<file path="src/rtl/ip_address_text_parser_defines.svh">
// Assertion macros for the IP address text parser.
`ifndef IP_ADDRESS_TEXT_PARSER_DEFINES_SVH
`define IP_ADDRESS_TEXT_PARSER_DEFINES_SVH
// Assert that a condition implies a consequence in the same cycle.
`define IAP_ASSERT_IMP(lbl, clk_s, rst_s, ante, cons) \
  lbl: assert property (@(posedge clk_s) disable iff (!rst_s) (ante) |-> (cons)) \
    else $error("assertion failed");
// Assert that a condition implies a consequence in the next cycle.
`define IAP_ASSERT_NEXT(lbl, clk_s, rst_s, ante, cons) \
  lbl: assert property (@(posedge clk_s) disable iff (!rst_s) (ante) |=> (cons)) \
    else $error("assertion failed");
`endif

</file>
<file path="src/rtl/iap_pkg.sv">
// Package: payload types and constants of the IP address text parser.
`default_nettype none
package iap_pkg;
  typedef struct packed {
    logic [7:0] character;
    logic       last;
  } iap_in_t;

  typedef struct packed {
    logic        valid_res;
    logic        is_ipv6;
    logic [63:0] address_high;
    logic [63:0] address_low;
  } iap_out_t;

  // Character classes from the front end.
  localparam logic [1:0] CLS_HEX   = 2'd0;
  localparam logic [1:0] CLS_COLON = 2'd1;
  localparam logic [1:0] CLS_DOT   = 2'd2;
  localparam logic [1:0] CLS_OTHER = 2'd3;

  // Classified character handed from front to back.
  typedef struct packed {
    logic [1:0] cls;
    logic [3:0] nib;
    logic       pfx_ok;   // character matches mapped prefix at its position
    logic       idx0;
    logic       idx1;
    logic       idx6;
    logic       too_long;
    logic       last;
  } iap_tok_t;

  localparam logic [7:0] MAP_PFX [7] = '{8'h3a, 8'h3a, 8'h66, 8'h66, 8'h66, 8'h66, 8'h3a};
endpackage
`default_nettype wire

</file>
<file path="src/rtl/iap_front.sv">
// Front end: counts characters per address and classifies each one.
`default_nettype none
module iap_front #(
  parameter int MAX_CHARS = 63
) (
  input  wire logic              clk,
  input  wire logic              rst_n,
  input  wire iap_pkg::iap_in_t  in_data,
  input  wire logic              in_fire,
  output iap_pkg::iap_tok_t      tok
);
  import iap_pkg::*;
  localparam int CW = $clog2(MAX_CHARS + 2);
  logic [CW-1:0] cnt_r, cnt_nxt;
  logic [7:0] c;
  assign c = in_data.character;

  always_comb begin
    tok = '0;
    tok.last = in_data.last;
    if (c inside {[8'h30:8'h39]}) begin
      tok.cls = CLS_HEX;
      tok.nib = 4'(c - 8'h30);
    end else if (c inside {[8'h61:8'h66]}) begin
      tok.cls = CLS_HEX;
      tok.nib = 4'(c - 8'h57);
    end else if (c inside {[8'h41:8'h46]}) begin
      tok.cls = CLS_HEX;
      tok.nib = 4'(c - 8'h37);
    end else if (c == 8'h3a) begin
      tok.cls = CLS_COLON;
    end else if (c == 8'h2e) begin
      tok.cls = CLS_DOT;
    end else begin
      tok.cls = CLS_OTHER;
    end
    tok.idx0 = (cnt_r == CW'(0));
    tok.idx1 = (cnt_r == CW'(1));
    tok.idx6 = (cnt_r == CW'(6));
    tok.pfx_ok = (cnt_r < CW'(7)) && (c == MAP_PFX[cnt_r[2:0]]);
    tok.too_long = (cnt_r >= CW'(MAX_CHARS));
    cnt_nxt = cnt_r;
    if (in_fire) begin
      if (in_data.last) cnt_nxt = '0;
      else if (cnt_r != CW'(MAX_CHARS + 1)) cnt_nxt = cnt_r + CW'(1);
    end
  end

  always_ff @(posedge clk) begin
    if (!rst_n) cnt_r <= '0;
    else cnt_r <= cnt_nxt;
  end
endmodule
`default_nettype wire

</file>
<file path="src/rtl/iap_queue.sv">
// Two-entry queue of classified characters between front and back.
`default_nettype none
module iap_queue (
  input  wire logic              clk,
  input  wire logic              rst_n,
  input  wire iap_pkg::iap_tok_t wr_data,
  input  wire logic              wr_en,
  output logic                   full,
  output iap_pkg::iap_tok_t      rd_data,
  output logic                   rd_valid,
  input  wire logic              rd_en
);
  import iap_pkg::*;
  iap_tok_t   mem_r [2];
  logic       wp_r, rp_r;
  logic [1:0] cnt_r;
  assign full = cnt_r[1];
  assign rd_valid = (cnt_r != 2'd0);
  assign rd_data = mem_r[rp_r];
  always_ff @(posedge clk) begin
    if (wr_en) mem_r[wp_r] <= wr_data;
    if (!rst_n) begin
      wp_r <= 1'b0;
      rp_r <= 1'b0;
      cnt_r <= 2'd0;
    end else begin
      if (wr_en) wp_r <= ~wp_r;
      if (rd_en) rp_r <= ~rp_r;
      cnt_r <= cnt_r + 2'(wr_en) - 2'(rd_en);
    end
  end
endmodule
`default_nettype wire

</file>
<file path="src/rtl/iap_back.sv">
// Back end: field accumulation, group and octet stores, final verdict.
`default_nettype none
module iap_back (
  input  wire logic              clk,
  input  wire logic              rst_n,
  input  wire iap_pkg::iap_tok_t tok,
  input  wire logic              tok_valid,
  output logic                   tok_take,
  output iap_pkg::iap_out_t      out_data,
  output logic                   out_valid,
  input  wire logic              out_ready
);
  import iap_pkg::*;
  logic [2:0]  mode_r, mode_nxt;
  logic [15:0] fv_r, fv_nxt;
  logic [2:0]  fd_r, fd_nxt;
  logic [15:0] grp_r [8];
  logic [15:0] grp_nxt [8];
  logic [3:0]  gb_r, gb_nxt, ga_r, ga_nxt;
  logic        gap_r, gap_nxt;
  logic [7:0]  oct_r [4];
  logic [7:0]  oct_nxt [4];
  logic [2:0]  oc_r, oc_nxt;
  logic [3:0]  pf_r, pf_nxt;
  logic        err_r, err_nxt;
  iap_out_t    res_r, res_nxt;
  logic        ov_r;
  logic        emit;

  // Only a last character has to wait for the output register to free up.
  assign tok_take = tok_valid && (!tok.last || !ov_r || out_ready);
  assign emit = tok_take && tok.last;
  assign out_valid = ov_r;
  assign out_data = res_r;

  function automatic logic oct_ok(input logic [15:0] fv, input logic [2:0] fd,
                                  output logic [7:0] o);
    logic [3:0] n0, n1, n2;
    logic [9:0] v;
    begin
      n0 = fv[3:0]; n1 = fv[7:4]; n2 = fv[11:8];
      v = 10'(n2) * 10'd100 + 10'(n1) * 10'd10 + 10'(n0);
      o = v[7:0];
      oct_ok = !(fd == 3'd0 || fd > 3'd3 || n0 > 4'd9 || n1 > 4'd9 || n2 > 4'd9 ||
                 (fd == 3'd2 && n1 == 4'd0) || (fd == 3'd3 && n2 == 4'd0) ||
                 v > 10'd255);
    end
  endfunction

  always_comb begin
    logic [1:0]  run;
    logic [1:0]  kind;
    logic [3:0]  tot;
    logic [7:0]  o;
    logic [3:0]  ts;
    logic        valid, v6;
    logic [63:0] hi, lo;
    logic [15:0] g;
    mode_nxt = mode_r; fv_nxt = fv_r; fd_nxt = fd_r; gb_nxt = gb_r; ga_nxt = ga_r;
    gap_nxt = gap_r; oc_nxt = oc_r; pf_nxt = pf_r; err_nxt = err_r;
    grp_nxt = grp_r; oct_nxt = oct_r; res_nxt = res_r;
    run = mode_r[1:0]; kind = 2'd0; o = '0; valid = 1'b0; v6 = 1'b0;
    hi = '0; lo = '0; g = '0; ts = '0;
    tot = gb_r + ga_r;
    if (!tok.pfx_ok) pf_nxt[0] = 1'b0;
    case (tok.cls)
      CLS_HEX: begin
        if (run == 2'd1 && tok.idx1) err_nxt = 1'b1;
        mode_nxt[1:0] = 2'd0;
        fv_nxt = {fv_r[11:0], tok.nib};
        if (fd_r < 3'd5) fd_nxt = fd_r + 3'd1;
      end
      CLS_COLON: begin
        if (pf_r[3]) mode_nxt[2] = 1'b1;
        if (pf_nxt[0] && tok.idx1) kind = 2'd2;
        if (pf_nxt[0] && tok.idx6) kind = 2'd3;
        pf_nxt = {pf_nxt[3], kind, pf_nxt[0]};
        if (fd_r != 3'd0) begin
          if (fd_r > 3'd4 || tot >= 4'd8) err_nxt = 1'b1;
          else begin
            grp_nxt[tot[2:0]] = fv_r;
            if (gap_r) ga_nxt = ga_r + 4'd1;
            else gb_nxt = gb_r + 4'd1;
          end
          run = 2'd1;
        end else if (run == 2'd1) begin
          if (gap_r) err_nxt = 1'b1;
          gap_nxt = 1'b1;
          run = 2'd2;
        end else if (run == 2'd0 && tok.idx0) begin
          run = 2'd1;
        end else begin
          err_nxt = 1'b1;
        end
        mode_nxt[1:0] = run;
        fv_nxt = '0; fd_nxt = '0;
      end
      CLS_DOT: begin
        if (oc_r >= 3'd3 || !oct_ok(fv_r, fd_r, o)) mode_nxt[2] = 1'b1;
        else begin
          oct_nxt[oc_r[1:0]] = o;
          oc_nxt = oc_r + 3'd1;
        end
        pf_nxt[3] = 1'b1;
        mode_nxt[1:0] = 2'd0;
        fv_nxt = '0; fd_nxt = '0;
      end
      default: begin
        err_nxt = 1'b1;
        mode_nxt[2] = 1'b1;
      end
    endcase

    // Verdict on the final character, from the updated state.
    if (pf_nxt[3]) begin
      if (oc_nxt == 3'd3 && oct_ok(fv_nxt, fd_nxt, o) && !mode_nxt[2] &&
          pf_nxt[2:1] != 2'd0) begin
        valid = 1'b1;
        v6 = (pf_nxt[2:1] != 2'd1);
        lo = {32'd0, oct_nxt[0], oct_nxt[1], oct_nxt[2], o};
        if (pf_nxt[2:1] == 2'd3) lo[47:32] = 16'hffff;
      end
    end else begin
      logic [15:0]  gs [8];
      logic [3:0]   b, a;
      logic         e;
      logic [127:0] ad;
      gs = grp_nxt; b = gb_nxt; a = ga_nxt; e = err_nxt; ad = '0;
      tot = gb_nxt + ga_nxt;
      if (fd_nxt != 3'd0) begin
        if (fd_nxt > 3'd4 || tot >= 4'd8) e = 1'b1;
        else begin
          gs[tot[2:0]] = fv_nxt;
          if (gap_nxt) a = a + 4'd1;
          else b = b + 4'd1;
        end
      end else if (mode_nxt[1:0] != 2'd2) e = 1'b1;
      tot = b + a;
      if (!e && (gap_nxt ? tot <= 4'd7 : b == 4'd8)) begin
        valid = 1'b1;
        v6 = 1'b1;
        ts = 4'd8 - a;
        for (int i = 0; i < 8; i++) begin
          g = '0;
          if (4'(i) < b) g = gs[i];
          else if (4'(i) >= ts) g = gs[3'(b + 4'(i) - ts)];
          ad[16*(7-i) +: 16] = g;
        end
        hi = ad[127:64];
        lo = ad[63:0];
      end
    end
    if (tok.too_long) valid = 1'b0;
    res_nxt.valid_res = valid;
    res_nxt.is_ipv6 = valid & v6;
    res_nxt.address_high = valid ? hi : 64'd0;
    res_nxt.address_low = valid ? lo : 64'd0;
  end

  always_ff @(posedge clk) begin
    if (emit) res_r <= res_nxt;
    if (tok_take && !tok.last) oct_r <= oct_nxt;
    if (!rst_n || emit) begin
      mode_r <= '0; fv_r <= '0; fd_r <= '0; gb_r <= '0; ga_r <= '0; gap_r <= 1'b0;
      oc_r <= '0; pf_r <= 4'h3; err_r <= 1'b0;
      for (int i = 0; i < 8; i++) grp_r[i] <= '0;
    end else if (tok_take) begin
      mode_r <= mode_nxt; fv_r <= fv_nxt; fd_r <= fd_nxt; gb_r <= gb_nxt;
      ga_r <= ga_nxt; gap_r <= gap_nxt; oc_r <= oc_nxt; pf_r <= pf_nxt;
      err_r <= err_nxt; grp_r <= grp_nxt;
    end
    if (!rst_n) ov_r <= 1'b0;
    else if (emit) ov_r <= 1'b1;
    else if (out_ready) ov_r <= 1'b0;
  end
endmodule
`default_nettype wire

</file>
<file path="src/rtl/ip_address_text_parser.sv">
// Top level of the IP address text parser.
`default_nettype none
// Takes an IPv4 or IPv6 address as text, one ASCII character per transfer, and
// gives one verdict transfer after the character flagged last: valid_res, the
// family and the 128-bit address (IPv4 in bits 31:0 of address_low; mapped
// and compatible dotted tails as IPv6). Throughput is one character per cycle
// while in_ready is high; a character passes the front end (counter and
// classifier) into a two-entry queue and is folded into the parse state by
// the back end, and a last character taken from the queue sets the output
// register that drives out_valid. The output register holds a verdict while
// the next address streams in; the back end stalls only when a last character
// reaches it while the previous verdict is still untaken, and in_ready falls
// once the queue behind it holds two characters.
// Texts longer than MAX_CHARS are rejected.
module ip_address_text_parser #(
  parameter int MAX_CHARS = 63
) (
  input  wire logic              clk,
  input  wire logic              rst_n,
  input  wire iap_pkg::iap_in_t  in_data,
  input  wire logic              in_valid,
  output logic                   in_ready,
  output iap_pkg::iap_out_t      out_data,
  output logic                   out_valid,
  input  wire logic              out_ready
);
  import iap_pkg::*;
  `include "ip_address_text_parser_defines.svh"

  iap_tok_t tok_w, tok_q;
  logic     q_full, q_valid, q_take, in_fire;

  assign in_ready = !q_full;
  assign in_fire = in_valid && in_ready;

  iap_front #(.MAX_CHARS(MAX_CHARS)) u_front (
    .clk(clk), .rst_n(rst_n), .in_data(in_data), .in_fire(in_fire), .tok(tok_w)
  );

  iap_queue u_queue (
    .clk(clk), .rst_n(rst_n), .wr_data(tok_w), .wr_en(in_fire), .full(q_full),
    .rd_data(tok_q), .rd_valid(q_valid), .rd_en(q_take)
  );

  iap_back u_back (
    .clk(clk), .rst_n(rst_n), .tok(tok_q), .tok_valid(q_valid), .tok_take(q_take),
    .out_data(out_data), .out_valid(out_valid), .out_ready(out_ready)
  );

  // A verdict never claims IPv6 without being valid.
  `IAP_ASSERT_IMP(a_v6_valid, clk, rst_n, out_valid && out_data.is_ipv6, out_data.valid_res)
  // A last character taken by the back end raises the result the next cycle.
  `IAP_ASSERT_NEXT(a_emit, clk, rst_n, q_take && tok_q.last, out_valid)
  // Queue never accepts while full.
  `IAP_ASSERT_IMP(a_noovf, clk, rst_n, q_full, !in_ready)
endmodule
`default_nettype wire
</file>
<file path="config.mk">
export PLATFORM = sky130hd
export DESIGN_NAME = ip_address_text_parser
export DESIGN_NICKNAME = d
export VERILOG_FILES = /design/src/rtl/iap_pkg.sv /design/src/rtl/iap_front.sv /design/src/rtl/iap_queue.sv /design/src/rtl/iap_back.sv /design/src/rtl/ip_address_text_parser.sv
export VERILOG_INCLUDE_DIRS = /design/src /design/src/rtl
export SDC_FILE = /design/constraint.sdc
export NUM_CORES = 1
export LEC_CHECK = 0
export BUFFER_PORTS_ARGS = -buffer_cell sky130_fd_sc_hd__buf_4
export CORE_MARGIN = 5
export CORE_UTILIZATION = 30
export DETAILED_ROUTE_END_ITERATION = 7
export GPL_TIMING_DRIVEN = 0
export PLACE_DENSITY = 0.44
export SKIP_CTS_REPAIR_TIMING = 1
export SLEW_MARGIN = 0
export SYNTH_ARGS = -nofsm -noshare
export SYNTH_HDL_FRONTEND = slang
export SYNTH_SLANG_ARGS = --single-unit
</file>
<file path="constraint.sdc">
create_clock -name clk -period 8.8 [get_ports clk]
set_clock_uncertainty 0.15 [all_clocks]
set_input_delay 1.76 -clock clk [delete_from_list [all_inputs] [get_ports clk]]
set_output_delay 1.76 -clock clk [all_outputs]
set_load 0.01 [all_outputs]
</file>
==> run_results.csv <==
group,metric,value,unit
status,status,"finished, violations left",
status,violations,"max-capacitance violations, max-slew violations",
cells_and_area,drive_above_1_share,0.159,
route,drt_iter0_drc,2997,
cells_and_area,nNetsFinal,3232,
route,viasPerCell,5.83,
clock_tree,cts_tree,"built",
power_and_ir_drop,clkPwrFrac,0.170,
worst_setup_path,cp_max_fo,10,
worst_setup_path,reg2reg_to,"u_back.out_data[98]$_SDFFCE_PP0P_",
global_routing,grt_usage,0.279,
cells_and_area,layout_common_cells,"444 x nand2_1, 300 x mux2i_1, 291 x a21oi_1, 249 x nor2_1, 180 x dfxtp_1",
cells_and_area,syn_to_final_growth,15.9,%
yosys,synth_nets,3043,
timing,drv_slew,13,
route,drc,0,
floorplanning,die_h,307,um
power_and_ir_drop,power_switching_share,0.523,
yosys,ys_seq_area_frac,0.339,
power_and_ir_drop,power.density,361,mW/mm^2
cells_and_area,final_util,0.351,
placement,hpwl,110000,um
timing,slew-limit-headroom,-0.0454,
power_and_ir_drop,p_leak,11.5,nW
floorplanning,die-width,307,um
worst_setup_path,critical-path-max-stage-delay,490,ps
yosys,syn_avg_cell_area,9.05,sq um
min_path,holdCritStartpoint,"u_back.grp_r[112]$_SDFFE_PP0P_",
power_and_ir_drop,seqPwrFrac,0.201,
worst_setup_path,crit_arrival,8680,ps
yosys,synth_edf_count,178,
worst_setup_path,reg2reg_slack,290,ps
floorplanning,core-area,0.0870,sq mm
timing,fmax,118,MHz
placement,place.port_buffers,144,
clock_tree,htreeDepth,2,
placement,place_congestion,1.05,
clock_tree,cts_inserted_buffers,43,
yosys,syn_area,0.0264,sq mm
clock_tree,clk_path_buf_depth,3,
worst_setup_path,slowest_stage,"ha_1",
worst_setup_path,worstSetupStartpointType,"flip-flop",
timing,fin_tns_setup,0,ps
route,ant_nets,0,
timing,setup_viol,0,
yosys,synth_seq_cells,358,
cells_and_area,fill_cells,9010,
route,vias,25062,
timing,period_needed,8510,ps
route,wl_per_cell,31.9,um
cells_and_area,final_common_cell,"nand2_1",
worst_setup_path,crit_required,8970,ps
timing,hold_viol,0,
floorplanning,rows,108,
global_routing,grt_max_degree,39,
worst_setup_path,r2r_cells,29,
timing,fin_ws,292,ps
yosys,syn_inst,2916,
clock_tree,path_clk_slew,60,ps
yosys,synth_area_leaders,"edfxtp_1 20%, dfxtp_1 14%, mux2i_1 11%, nand2_1 6.3%, a21oi_1 5.5%",
clock_tree,cts_sinks,358,
route,wirelength,137000,um
yosys,ys.flop_type,"dfxtp_1",
yosys,synthArstFlopShare,0,
yosys,yosysWarningCount,0,
global_routing,overflow,0,
clock_tree,root_buffer,"clkbuf_16",
yosys,ys_types,86,
floorplanning,ioPinCount,145,
flow_run,cap_viol_max_count,3,
timing,timing.hold.ws,306,ps
worst_setup_path,cp-end-kind,"flip-flop",
yosys,yosysTopAreaCell,"edfxtp_1",
floorplanning,start_util,0.303,
min_path,holdPathStages,2,
global_routing,grt_pass1_vias,23769,
floorplanning,die_area,0.0940,sq mm
placement,pre_cts_ws,-640,ps
min_path,worstHoldEndpoint,"u_back.grp_r[112]$_SDFFE_PP0P_",
worst_setup_path,critPathKind,"flip-flop to flip-flop",
min_path,hold_path.class,"flip-flop to flip-flop",
timing,tightestPinTransition,1520,ps
power_and_ir_drop,p_int,5.27,mW
clock_tree,clock_latency,620,ps
global_routing,antenna_found_initial,6,
yosys,yosys.area.top_type_share,0.203,
power_and_ir_drop,comb_power_share,0.629,
timing,min_period_over_period,0.967,
route,drt_pass1_iterations,6,
global_routing,grt_pass1_wl,188000,um
power_and_ir_drop,ir_drop,280,uV
power_and_ir_drop,switchingPower,5.78,mW
## power groups by stage
stage / logic, mW / registers (mW) / clock network [mW]
floorplan: 4.13 / 2.33 / 0
global placement: 6.73 / 2.31 / 0
detailed placement: 6.79 / 2.26 / 0
CTS: 6.81 / 2.22 / 1.92
global route: 7.19 / 2.25 / 1.99
finish: 6.96 / 2.22 / 1.88
## critical path: cells and delay by family, from the launching register on
family          cells  cell delay (ps)
mux                 3             1170
fa+ha+maj           5             1650
compound gates      5             1750
flops               1              300
simple gates        5              940
xor+xnor            1              260
buf+inv            10             1950
## through the flow
stage,power [mW],cells,cell area [sq um]
6_report,11.1,4297,30600
5_1_grt,11.4,4295,30600
4_1_cts,11.0,4301,30600
3_5_place_dp,9.05,4221,29000
3_3_place_gp,9.04,4215,28900
2_1_floorplan,6.45,2916,26400
## layout make-up
type	instances	area [sq um]	share of cell area
antenna	2	5.00	0.000164
multi-input combinational	2234	16200	0.528
tap	1155	1450	0.0473
clock inverter	20	241	0.00790
clock buffer	60	1270	0.0416
buffer	224	968	0.0317
inverter	92	348	0.0114
timing repair buffer	152	1200	0.0391
sequential	358	8950	0.293
## sequential cells by signal (all words and copies together) (netlist names), 4 cells and up, named ones only
register,cells
u_back.fv_r,16
u_queue.mem_r,24
u_back.gb_r,4
u_back.oct_r,24
u_back.ga_r,4
u_back.out_data,130
u_back.pf_r,4
u_front.cnt_r,7
u_back.grp_r,128
## cells by family after synthesis
family,Yosys count,synth area share
and+or+nand+nor,903,0.149
AOI/OAI and AO/OA,684,0.165
muxes,471,0.213
DFF,358,0.339
buffers and inverters,324,0.0504
adders and majority gates,114,0.0572
xor gates and xnor gates,62,0.0263
## per-layer routing
layer | vias to the layer above | GRT usage | part of all wire
met3 | 295 | 0.0460 | 0.080
li1 | 10945 | - | -
met2 | 1406 | 0.428 | 0.43
met4 | 2 | 0.124 | 0.054
met1 | 12414 | 0.389 | 0.44
met5 | - | 0 | 0.000095
## Yosys cell counts, drive strengths merged (60+ instances only)
cell and count:
mux4 60, ha 103, mux2i 303, nand2 446, a21oi 292, a22oi 69
nor2 251, buf 60, inv 90, clkbuf 172, mux2 108, dfxtp 180
o21ai 104, edfxtp 178
## how the worst max path moves through the flow
stage               startpoint                                end  depth (start not counted)
finish               flip-flop  u_back.out_data[98]$_SDFFCE_PP0P_                         29
CTS                  flip-flop  u_back.out_data[98]$_SDFFCE_PP0P_                         30
floorplan            out_ready   u_back.out_data[0]$_SDFFCE_PN0P_                          4
global route         flip-flop  u_back.out_data[98]$_SDFFCE_PP0P_                         29
detailed placement   flip-flop  u_back.out_data[98]$_SDFFCE_PP0P_                         30
global placement     flip-flop  u_back.out_data[74]$_SDFFCE_PP0P_                          6
No activity file was read; power rests on OpenSTA's default activity.
